$ cat config.mk
export PLATFORM = sky130hd
export DESIGN_NAME = fbp_outbuf
export DESIGN_NICKNAME = d
export VERILOG_FILES = /design/src/sv/fbp_pkg.sv /design/src/sv/fbp_outbuf.sv
export SDC_FILE = /design/constraint.sdc
export NUM_CORES = 1
export LEC_CHECK = 0
export BUFFER_PORTS_ARGS = -buffer_cell sky130_fd_sc_hd__buf_2
export CORE_UTILIZATION = 46
export CTS_CLUSTER_DIAMETER = 100
export DETAILED_ROUTE_END_ITERATION = 8
export GPL_ROUTABILITY_DRIVEN = 1
export PLACE_DENSITY_LB_ADDON = 0.25
export SYNTH_ARGS = -nofsm -noshare
export SYNTH_HDL_FRONTEND = slang
export SYNTH_SLANG_ARGS = --single-unit
$ cat constraint.sdc
create_clock -name clk -period 3.1 [get_ports clk]
set_clock_uncertainty 0.2 [all_clocks]
set_input_delay 0.155 -clock clk [delete_from_list [all_inputs] [get_ports clk]]
set_output_delay 0.155 -clock clk [all_outputs]
set_load 0.005 [all_outputs]
$ cat src/sv/fbp_pkg.sv
`default_nettype none

package fbp_pkg;

  // Default width of one signed component of a spectrum bin.
  localparam int COMPONENT_BITS_DEF = 32;

  // Port widths.
  localparam int IN_W    = 32;
  localparam int POWER_W = 16;
  localparam int PHASE_W = 16;

  // Power path: squared magnitude, Q1.31 mantissa and log2 in Q6.16.
  localparam int MAG_W  = 64;
  localparam int MANT_W = 32;
  localparam int EXP_W  = 6;
  localparam int FRAC_W = 16;
  localparam int LOG_W  = EXP_W + FRAC_W;

  // round(10*log10(2) * 2^24) and the rounding of the scaled product.
  localparam int DB_W      = 26;
  localparam int DB_PROD_W = LOG_W + DB_W;
  localparam int DB_DROP   = 32;
  localparam logic [DB_W-1:0]      DB_PER_LOG2_Q24 = 26'd50504453;
  localparam logic [DB_PROD_W-1:0] DB_ROUND        = 48'h0000_8000_0000;

  // Phase path: magnitude search width, shift count and CORDIC datapath.
  localparam int A_W     = 32;
  localparam int SHIFT_W = 5;
  localparam logic [SHIFT_W-1:0] NORM_TOP = 5'd30;
  localparam int CW           = 36;
  localparam int CORDIC_STEPS = 24;
  localparam int ACC_W        = 26;
  localparam int PH_DROP      = 8;
  localparam logic signed [ACC_W-1:0] ANGLE_PI  = 26'sd16777216;
  localparam logic signed [ACC_W-1:0] ACC_ROUND = 26'sd128;

  // Arctangent of 2^-i, with pi equal to 2^24.
  localparam logic signed [ACC_W-1:0] ATAN_TAB [CORDIC_STEPS] = '{
    26'sd4194304, 26'sd2476042, 26'sd1308273, 26'sd664100,
    26'sd333339,  26'sd166832,  26'sd83436,   26'sd41721,
    26'sd20861,   26'sd10430,   26'sd5215,    26'sd2608,
    26'sd1304,    26'sd652,     26'sd326,     26'sd163,
    26'sd81,      26'sd41,      26'sd20,      26'sd10,
    26'sd5,       26'sd3,       26'sd1,       26'sd1
  };

  // Pipeline depths of the two paths; the power result is delayed to match.
  localparam int PW_LAT = 5 + FRAC_W + 2;
  localparam int PH_LAT = 5 + CORDIC_STEPS + 1;
  localparam int PAD    = PH_LAT - PW_LAT;

  // What the phase path hands to the top level.
  typedef struct packed {
    logic                      zero_mag;
    logic                      last;
    logic signed [PHASE_W-1:0] phase;
  } fbp_ph_res_t;

  // One finished result item.
  typedef struct packed {
    logic [POWER_W-1:0]        power_db;
    logic                      zero_mag;
    logic signed [PHASE_W-1:0] phase;
    logic                      last;
  } fbp_result_t;

  // Index of the highest set bit of a byte, zero for an empty byte.
  function automatic logic [2:0] msb8(input logic [7:0] v);
    logic [2:0] pos;
    pos = 3'd0;
    for (int k = 0; k < 8; k++) begin
      if (v[k]) begin
        pos = 3'(k);
      end
    end
    return pos;
  endfunction

endpackage

`default_nettype wire

$ cat src/sv/fbp_outbuf.sv
`default_nettype none

module fbp_outbuf (
  input  logic                 clk,
  input  logic                 rst_n,
  input  logic                 pipe_valid,
  input  fbp_pkg::fbp_result_t pipe_data,
  output logic                 en,
  output logic                 out_valid,
  input  logic                 out_stall,
  output fbp_pkg::fbp_result_t out_data
);

  logic                 out_v_nxt, out_v_r;
  logic                 skid_v_nxt, skid_v_r;
  logic                 load_out, load_skid, take;
  fbp_pkg::fbp_result_t out_d_nxt, out_d_r, skid_d_r;

  // The pipeline advances as long as the skid register is free.
  assign en   = ~skid_v_r;
  assign take = out_v_r & ~out_stall;

  // Route the item leaving the pipeline to the output or the skid register.
  always_comb begin
    out_v_nxt  = out_v_r;
    skid_v_nxt = skid_v_r;
    load_out   = 1'b0;
    load_skid  = 1'b0;
    if (skid_v_r) begin
      if (take) begin
        load_out   = 1'b1;
        skid_v_nxt = 1'b0;
      end
    end else if (pipe_valid) begin
      if (!out_v_r || take) begin
        load_out  = 1'b1;
        out_v_nxt = 1'b1;
      end else begin
        load_skid  = 1'b1;
        skid_v_nxt = 1'b1;
      end
    end else if (take) begin
      out_v_nxt = 1'b0;
    end
  end

  assign out_d_nxt = skid_v_r ? skid_d_r : pipe_data;

  always_ff @(posedge clk) begin
    if (!rst_n) begin
      out_v_r  <= 1'b0;
      skid_v_r <= 1'b0;
    end else begin
      out_v_r  <= out_v_nxt;
      skid_v_r <= skid_v_nxt;
    end
  end

  always_ff @(posedge clk) begin
    if (load_out) begin
      out_d_r <= out_d_nxt;
    end
    if (load_skid) begin
      skid_d_r <= pipe_data;
    end
  end

  assign out_valid = out_v_r;
  assign out_data  = out_d_r;

endmodule

`default_nettype wire

==> results of run 1 <==
-- synth_stat cells --
cell type / n / area share
buf_4: 2 / 0.0058
buf_6: 1 / 0.0043
nor2b_1: 1 / 0.0024
nand2b_1: 1 / 0.0024
nor2_1: 1 / 0.0014
inv_1: 1 / 0.0014
o21ai_1: 1 / 0.0019
nor3b_2: 1 / 0.0048
a21oi_1: 1 / 0.0019
dfxtp_1: 2 / 0.015
edfxtp_1: 68 / 0.79
mux2_2: 28 / 0.12
a21boi_1: 2 / 0.0058
buf_8: 1 / 0.0058
mux2_4: 6 / 0.035
nand2_1: 2 / 0.0029
-- sequential cells by signal, summed over array words and instances (netlist names) --
register and flops:
skid_d_r 34, out_valid 1, skid_v_r 1, out_data 34
-- area by class of cell --
class / instances / area, um2 / area share
Clock buffer: 9 / 124 / 0.0338
Clock inverter: 7 / 88.8 / 0.0242
Inverter: 1 / 3.75 / 0.00102
Multi-Input combinational cell: 44 / 485 / 0.132
Sequential cell: 70 / 2080 / 0.568
Tap cell: 70 / 87.6 / 0.0239
Timing Repair Buffer: 114 / 793 / 0.216
-- worst min-delay path, delay by kind of cell --
| kind | cells | cell delay, ps |
|---|---|---|
| buffers and inverters | 1 | 120 |
| AND/OR/NAND/NOR | 2 | 330 |
-- worst paths after layout --
| kind | end | cells past startpoint | slack (ps) | startpoint |
|---|---|---|---|---|
| worst min register to register | out_data[6] | 1 | 350 | skid_d_r[6] |
| worst max register to register | out_valid | 4 | 970 | skid_v_r |
| worst min-delay path | skid_d_r[1] | 3 | 260 | pipe_valid |
| worst max-delay path | out_valid | 4 | 970 | skid_v_r |
-- timing repair --
action                                  CTS  global route
endpoints found under the setup margin    0             0
hold buffers                             38             0
resized for setup                         0             0
endpoints found under the hold margin    70             0
-- metrics by stage --
stage / setup WS, ps / std cells / power [W] / hold slack, ps
final: 972 / 315 / 0.00209 / 262
after CTS: 979 / 315 / 0.00211 / 248
after detailed placement: 1100 / 261 / 0.00130 / 147
after floorplan: 116 / 119 / 0.00122 / 53.9
after global placement: 1180 / 261 / 0.00130 / 147
after global routing: 844 / 315 / 0.00217 / 292
-- layer usage --
layer | track usage | wire length, um | up-vias
li1 | - | - | 716
met5 | 0 | 0 | -
met3 | 0.0619 | 305 | 4
met4 | 0.0679 | 34 | 0
met2 | 0.271 | 2400 | 68
met1 | 0.228 | 2100 | 728
-- logic make-up after synthesis --
logic type,count (synthesis)
AO/OA/AOI/OAI,4
buffers and inverters,5
flip-flops,70
multiplexers,34
AND/OR/NAND/NOR,6
-- where the power goes --
part           switching, W  leakage, nW  internal, W
Sequential        0.0000192        0.653      0.00110
Clock              0.000323        0.103     0.000447
Combinational     0.0000808        0.645     0.000118
Total              0.000423         1.40      0.00167
==> impl_metrics.env, run 1 <==
export IMPL_outcome="finished clean"
export IMPL_critPathKind="register to register"
export IMPL_tritoncts="yes"
export IMPL_critPathLaunchType="register"
export IMPL_min_period_ps=2130
export IMPL_rsz0062_at_grt="false"
export IMPL_slew_headroom=0.672
export IMPL_cts_root_buf="clkbuf_8"
export IMPL_area_growth_pct=41.3
export IMPL_netlist_area_mm2=0.00259
export IMPL_die_area_mm2=0.00594
export IMPL_grt_pass1_wl_um=7630
export IMPL_drive_gt1_frac=0.527
export IMPL_ant_nets=0
export IMPL_end_kind="register"
export IMPL_initialDrtViolationCount=46
export IMPL_postCtsSetupBuffers=0
export IMPL_utilization=0.696
export IMPL_synthMuxAreaShare=0.156
export IMPL_mostFrequentLayoutCell="buf_2"
export IMPL_hold_viol_final=0
export IMPL_fillers=369
export IMPL_p_leak_nw=1.40
export IMPL_most_common_layout_cells="buf_2, edfxtp_1, dlygate4sd3_1"
export IMPL_crit_arrival_ps=2200
export IMPL_period_share=0.687
export IMPL_synth_xor_area_share=0
export IMPL_vias_per_cell=4.81
export IMPL_path_buf_inv=2
export IMPL_dr_pass1_iters=4
export IMPL_io_pins=74
export IMPL_htreeDepth=3
export IMPL_setup_viol=0
export IMPL_synth_seq_cells=70
export IMPL_yosys_warnings=0
export IMPL_place_gp_congestion=0.650
export IMPL_crit_path_max_incr_delay_ps=640
export IMPL_final_area_mm2=0.00367
export IMPL_nNetsFinal=278
export IMPL_track_usage=0.175
export IMPL_worst_pin_slew_ps=491
export IMPL_cts_buffer_depth=2
export IMPL_drc_errors=0
export IMPL_synth_adder_area_share=0
export IMPL_slew_violations=0
export IMPL_numClockSinks=70
export IMPL_grt_max_degree=25
export IMPL_min_path_type="input pin to register"
export IMPL_vias=1516
export IMPL_drt_total_wl_um=4850
export IMPL_start_util=0.492
export IMPL_syn_inst=119
export IMPL_power_density_mw_per_mm2=570
export IMPL_clkTransAtPathRegs_ps=70
export IMPL_critPathRequiredTime_ps=3170
export IMPL_antenna_cells=0
export IMPL_num_rows=26
export IMPL_wl_per_cell_um=15.4
export IMPL_clock_fmax_ghz=0.470
export IMPL_synth_compound_area_frac=0.00965
export IMPL_core_mm2=0.00527
export IMPL_cts_made_buffers=9
export IMPL_clock_latency_ps=330
export IMPL_crit_chain="buf_4, o21ai_1, a21boi_1, dlygate4sd3_1"
export IMPL_gr_total_overflow=0
export IMPL_ys_seq_area_frac=0.803
export IMPL_peakVddDrop_uv=355
export IMPL_synth_area_per_cell_um2=21.8
export IMPL_yosys_area_share_simple=0.0140
export IMPL_placement_io_buffers=73
export IMPL_cp_top_family="buffers and inverters"
export IMPL_maxCapViolations=0
export IMPL_synth_fp_nets=157
export IMPL_cp_slowest_cell="dfxtp_2"
export IMPL_ys_types=16
export IMPL_grt_pass1_vias=1578
export IMPL_antenna_found_initial=0
export IMPL_placed_area_mm2=0.00307
export IMPL_synth_top_family_by_area="multiplexers"
export IMPL_die_h_um=77.1
export IMPL_crit_fanout=21
export IMPL_die_w_um=77.1
export IMPL_tns_ps=0
(Power assumes the default switching activity.)
==> run 2: changes to the inputs <==
ABC_AREA = 1   (was default)
CORE_UTILIZATION = 51   (was 46)
clock period = 1.99 ns   (was 3.1 ns; I/O delays follow)
==> run 2 against run 1 <==
Net effect:
- sequential power grew 54%
- worst setup slack lost 690 ps
- combinational power grew 46%
- final cell count grew 23%
- fmax grew 25%
- flip-flop and latch count is the same
- largest cell class unchanged
==> impl_metrics.env, run 2 <==
export IMPL_hold_viol_final=0
export IMPL_period_share=0.858
export IMPL_ff2ff_setup_slack_ps=280
export IMPL_htreeDepth=3
export IMPL_critPathRequiredTime_ps=2010
export IMPL_dr_pass1_iters=4
export IMPL_wl_per_cell_um=12.8
export IMPL_worst_r2r_path_depth=5
export IMPL_tritoncts="yes"
export IMPL_critPathLaunchType="register"
export IMPL_fillers=335
export IMPL_synth_seq_cells=70
export IMPL_place_gp_congestion=0.719
export IMPL_endpoint="skid_v_r"
export IMPL_slew_headroom=0.758
export IMPL_setup_viol=0
export IMPL_gr_total_overflow=0
export IMPL_synth_common_cells="nand2_1, edfxtp_1, inv_1"
export IMPL_yosysMostFrequentCell="nand2_1"
export IMPL_ys_types=14
export IMPL_drc_errors=0
export IMPL_use_met1=0.234
export IMPL_clock_latency_ps=330
export IMPL_numClockSinks=70
export IMPL_fin_ws_ps=282
export IMPL_synth_top_area_share=0.780
export IMPL_synth_edf_count=68
export IMPL_yosys_warnings=0
export IMPL_grt_use_met3=0.0535
export IMPL_track_usage=0.200
export IMPL_p_leak_nw=1.56
export IMPL_nNetsFinal=356
export IMPL_cts_made_buffers=9
export IMPL_area_growth_pct=37.0
export IMPL_crit_arrival_ps=1720
export IMPL_hpwlAfterDp_um=2950
export IMPL_maxCapViolations=0
export IMPL_synth_fp_nets=235
export IMPL_drt_total_wl_um=4970
export IMPL_crit_chain="buf_4, nor2_2, nand2_1, a21oi_2, dlygate4sd3_1"
export IMPL_die_h_um=73.7
export IMPL_cp_slowest_cell="dlygate4sd3_1"
export IMPL_ant_nets=0
export IMPL_cp_top_family="buffers and inverters"
export IMPL_worst_pin_slew_ps=363
export IMPL_power_density_mw_per_mm2=809
export IMPL_most_common_layout_cells="nand2_1, buf_2, edfxtp_1"
export IMPL_worst_path_stages=5
export IMPL_path_buf_inv=2
export IMPL_grt_busiest_layer="met2"
export IMPL_die_w_um=73.7
export IMPL_netlist_area_mm2=0.00262
export IMPL_clock_fmax_ghz=0.585
export IMPL_synth_area_top_cells="edfxtp_1, nand2_1, buf_8"
export IMPL_initialDrtViolationCount=69
export IMPL_ys_seq_area_frac=0.795
export IMPL_mostFrequentLayoutCell="nand2_1"
export IMPL_rr_startpoint="skid_v_r"
export IMPL_dpl_cell_count=336
export IMPL_slew_violations=0
export IMPL_vias=1839
export IMPL_vias_per_cell=4.74
export IMPL_rsz0062_at_grt="false"
export IMPL_pre_cts_ws_ps=419
export IMPL_post_synth_top_area_cell="edfxtp_1"
export IMPL_syn_inst=197
export IMPL_crit_fanout=15
export IMPL_grt_pass1_wl_um=7560
export IMPL_grt_pass1_vias=1734
export IMPL_stdcell_count=388
export IMPL_clkTransAtPathRegs_ps=60
export IMPL_async_reset_ff_frac=0
export IMPL_min_period_ps=1710
export IMPL_synthFlopType="edfxtp_1"
export IMPL_grt_max_degree=36
export IMPL_placement_io_buffers=73
export IMPL_core_mm2=0.00482
export IMPL_num_rows=25
export IMPL_min_path_type="input pin to register"
export IMPL_die_area_mm2=0.00543
export IMPL_antenna_cells=0
export IMPL_outcome="finished clean"
export IMPL_critPathKind="register to register"
export IMPL_postCtsSetupBuffers=0
export IMPL_crit_path_max_incr_delay_ps=550
export IMPL_drive_gt1_frac=0.293
export IMPL_end_kind="register"
export IMPL_io_pins=74
export IMPL_antenna_found_initial=0
export IMPL_cts_root_buf="clkbuf_8"
export IMPL_tns_ps=0
export IMPL_use_met2=0.321
export IMPL_cp_startpoint="skid_v_r"
export IMPL_peakVddDrop_uv=492
export IMPL_start_util=0.544
export IMPL_synth_area_per_cell_um2=13.3
export IMPL_cts_buffer_depth=2
export IMPL_r2r_end="skid_v_r"
## run 2: per-layer routing
metal	vias up	wire length [um]
li1	895	-
met1	853	2090
met2	71	2460
met3	20	245
met4	0	167
met5	-	0
## run 2: power breakdown
part	switching [W]	total (W)	internal, W	leakage (nW)
combinational	0.000145	0.000290	0.000145	0.833
clock	0.000456	0.000879	0.000423	0.0745
sequential	0.0000194	0.00173	0.00171	0.654
total	0.000621	0.00290	0.00228	1.56
## run 2: worst min-delay path by stage
stage,to,depth (start not counted),startpoint
6_report,out_data[32],4,pipe_valid
2_1_floorplan,out_valid,2,rst_n
3_3_place_gp,skid_d_r[31],1,pipe_data[31]
3_5_place_dp,skid_d_r[29],1,pipe_data[29]
5_1_grt,out_data[2],4,pipe_valid
4_1_cts,out_data[7],4,pipe_valid
## run 2: repair_timing
| action | in CTS | in global routing |
|---|---|---|
| setup endpoints to repair | 0 | 0 |
| gates resized for setup | 0 | 0 |
| hold endpoints to repair | 70 | 0 |
| hold buffers | 38 | 0 |
## run 2: final cells by class
type | instances | area, um2 | area share
repair buffers | 117 | 803 | 0.224
clock inverters | 4 | 16.3 | 0.00453
inverters | 7 | 26.3 | 0.00732
well taps | 67 | 83.8 | 0.0234
flip-flops and latches | 70 | 2080 | 0.580
clock buffers | 10 | 128 | 0.0356
multi-input cells | 113 | 448 | 0.125
## run 2: logic make-up (layout without fill, tap and decap cells)
logic type             after synthesis  count (layout)  share of synthesized area
buffers and inverters               14             138                     0.0382
AND/OR/NAND/NOR                    111             111                      0.161
AO/OA/AOI/OAI                        2               2                    0.00525
flip-flops                          70              70                      0.795
## run 2: worst register-to-register path: cells and delay by family (launching register included)
kind | cells | cell delay, ps
buffers and inverters | 2 | 790
DFF | 1 | 400
and+or+nand+nor | 2 | 150
AOI/OAI and AO/OA | 1 | 50
## run 2: per-stage QoR
stage	instance area, um2	utilization	hold WS, ps	total power, W
final	3590	0.745	262	0.00290
after CTS	3590	0.745	252	0.00291
after detailed placement	3060	0.636	92.3	0.00199
after global routing	3590	0.745	262	0.00299
after global placement	3060	0.636	91.4	0.00199
after floorplan	2630	-	-2.87	0.00187
==> run 3: changes to the inputs <==
REMOVE_ABC_BUFFERS = 1   (was default)
==> run 3 against run 2 <==
Net effect:
- global-route usage fell by 0.26 points
- sequential power is essentially flat
- hold slack got worse by 12 ps
- register-to-register slack got worse by 97 ps
- clock power grew 37%
- first-iteration DRC count grew 35%
- core utilization rose by 1.5 points
- count of clock-buffer cells in the layout grew 3
- critical path depth down 1
- flip-flop and latch count did not move
- via count down 4.9%
==> impl_metrics.env, run 3 (synthesis results as in run 2) <==
export IMPL_p_seq_frac=0.539
export IMPL_fillers=313
export IMPL_crit_fanout=26
export IMPL_hpwlAfterDp_um=2860
export IMPL_combPwrFrac=0.089
export IMPL_rsz0062_at_grt="false"
export IMPL_drive_gt1_frac=0.312
export IMPL_crit_arrival_ps=1880
export IMPL_min_period_ps=1810
export IMPL_critPathRequiredTime_ps=2060
export IMPL_power_density_mw_per_mm2=877
export IMPL_antenna_found_initial=0
export IMPL_die_w_um=73.7
export IMPL_utilization=0.759
export IMPL_dr_pass1_iters=4
export IMPL_place_gp_congestion=0.722
export IMPL_mostFrequentLayoutCell="nand2_1"
export IMPL_slew_headroom=0.772
export IMPL_antenna_cells=0
export IMPL_htreeDepth=3
export IMPL_cp_startpoint="skid_v_r"
export IMPL_r2r_end="skid_v_r"
export IMPL_core_mm2=0.00482
export IMPL_clock_power_share=0.373
export IMPL_most_common_layout_cells="nand2_1, buf_2, edfxtp_1"
export IMPL_vias_per_cell=4.47
export IMPL_worst_pin_slew_ps=342
export IMPL_start_util=0.544
export IMPL_ant_nets=0
export IMPL_grt_pass1_wl_um=7460
export IMPL_clock_latency_ps=330
export IMPL_grt_max_degree=36
export IMPL_area_growth_pct=39.7
export IMPL_hold_viol_final=0
export IMPL_num_rows=25
export IMPL_seqCellArea_mm2=0.00208
export IMPL_dpl_cell_count=337
export IMPL_p_leak_nw=1.60
export IMPL_cts_root_buf="clkbuf_8"
export IMPL_cts_made_buffers=9
export IMPL_wl_per_cell_um=12.3
export IMPL_slew_violations=0
export IMPL_drc_errors=0
export IMPL_die_h_um=73.7
export IMPL_peakVddDrop_uv=726
export IMPL_stdcell_count=391
export IMPL_io_pins=74
export IMPL_drt_total_wl_um=4790
export IMPL_maxCapViolations=0
export IMPL_clock_fmax_ghz=0.554
export IMPL_postCtsSetupBuffers=0
export IMPL_outcome="finished clean"
export IMPL_min_path_type="input pin to register"
export IMPL_critPathKind="register to register"
export IMPL_initialDrtViolationCount=93
export IMPL_critPathLaunchType="register"
export IMPL_end_kind="register"
export IMPL_hold_depth=4
export IMPL_placement_io_buffers=73
export IMPL_holdPathEnd="out_data[29]"
export IMPL_swShare=0.200
export IMPL_track_usage=0.197
export IMPL_numClockSinks=70
export IMPL_vias=1749
export IMPL_cts_buffer_depth=2
export IMPL_ff2ff_setup_slack_ps=180
export IMPL_hp_start="pipe_valid"
export IMPL_rr_startpoint="skid_v_r"
export IMPL_grt_pass1_vias=1622
export IMPL_internal_power_w=0.00257
export IMPL_period_share=0.907
export IMPL_multiInputGateArea_um2=448
export IMPL_hold_slack_ps=249
export IMPL_tritoncts="yes"
export IMPL_worst_r2r_path_depth=4
export IMPL_clkTransAtPathRegs_ps=70
export IMPL_die_area_mm2=0.00543
export IMPL_setup_viol=0
export IMPL_gr_total_overflow=0
export IMPL_nNetsFinal=357
export IMPL_p_sw_w=0.000642
[run 3: cell types whose count changed in the layout (fill, tap and decap cells not counted)]
cell and change:
buf_12 -1, buf_4 +2, bufinv_16 +1, clkbuf_1 -1, clkbuf_8 +4, clkinv_1 -3
clkinv_2 +1
[run 3: timing repair]
action                                 4_1_cts  5_1_grt
endpoints found under the hold margin       70        0
hold buffers                                38        0
resized for setup                            0        0
[run 3: critical path, cell delays in order (launching register included)]
cell,delay (ps)
dfxtp_1,430
buf_4,330
nand2_1,110
a21oi_2,130
dlygate4sd3_1,550
[run 3: worst max-delay path by stage]
stage                         to  slack (ps)  depth (start not counted)
floorplan            out_data[0]       -1520                          3
global placement    out_data[10]         490                          3
detailed placement  skid_d_r[25]         430                          5
CTS                     skid_v_r         180                          4
global route            skid_v_r         120                          4
finish                  skid_v_r         180                          4
[run 3: routing by layer]
| layer | track usage | wire, um | vias to the layer above |
|---|---|---|---|
| met5 | 0 | 0 | - |
| met4 | 0.0962 | 72 | 0 |
| met3 | 0.0631 | 271 | 9 |
| met2 | 0.303 | 2330 | 62 |
| met1 | 0.254 | 2120 | 778 |
| li1 | - | - | 900 |
[run 3: layout make-up]
type / instances / share of cell area
tap: 67 / 0.0229
sequential: 70 / 0.569
multi-input combinational: 113 / 0.122
clock inverter: 3 / 0.0109
timing repair buffer: 118 / 0.218
clock buffer: 13 / 0.0489
inverter: 7 / 0.00718
[run 3: power by group through the flow]
stage	combinational [W]	clock [W]	sequential (W)
5_1_grt	0.000316	0.00128	0.00174
3_3_place_gp	0.000222	0	0.00176
3_5_place_dp	0.000227	0	0.00176
6_report	0.000284	0.00120	0.00173
2_1_floorplan	0.0000766	0	0.00178
4_1_cts	0.000285	0.00123	0.00173
[run 3: stage by stage]
step                setup WS [ps]  power [W]  instance area (um2)  TNS (ps)
global route                  122    0.00333                 3660         0
global placement              490    0.00198                 3060         0
finish                        185    0.00321                 3660         0
CTS                           182    0.00324                 3660         0
floorplan                   -1520    0.00186                 2540    -56730
detailed placement            434    0.00199                 3060         0
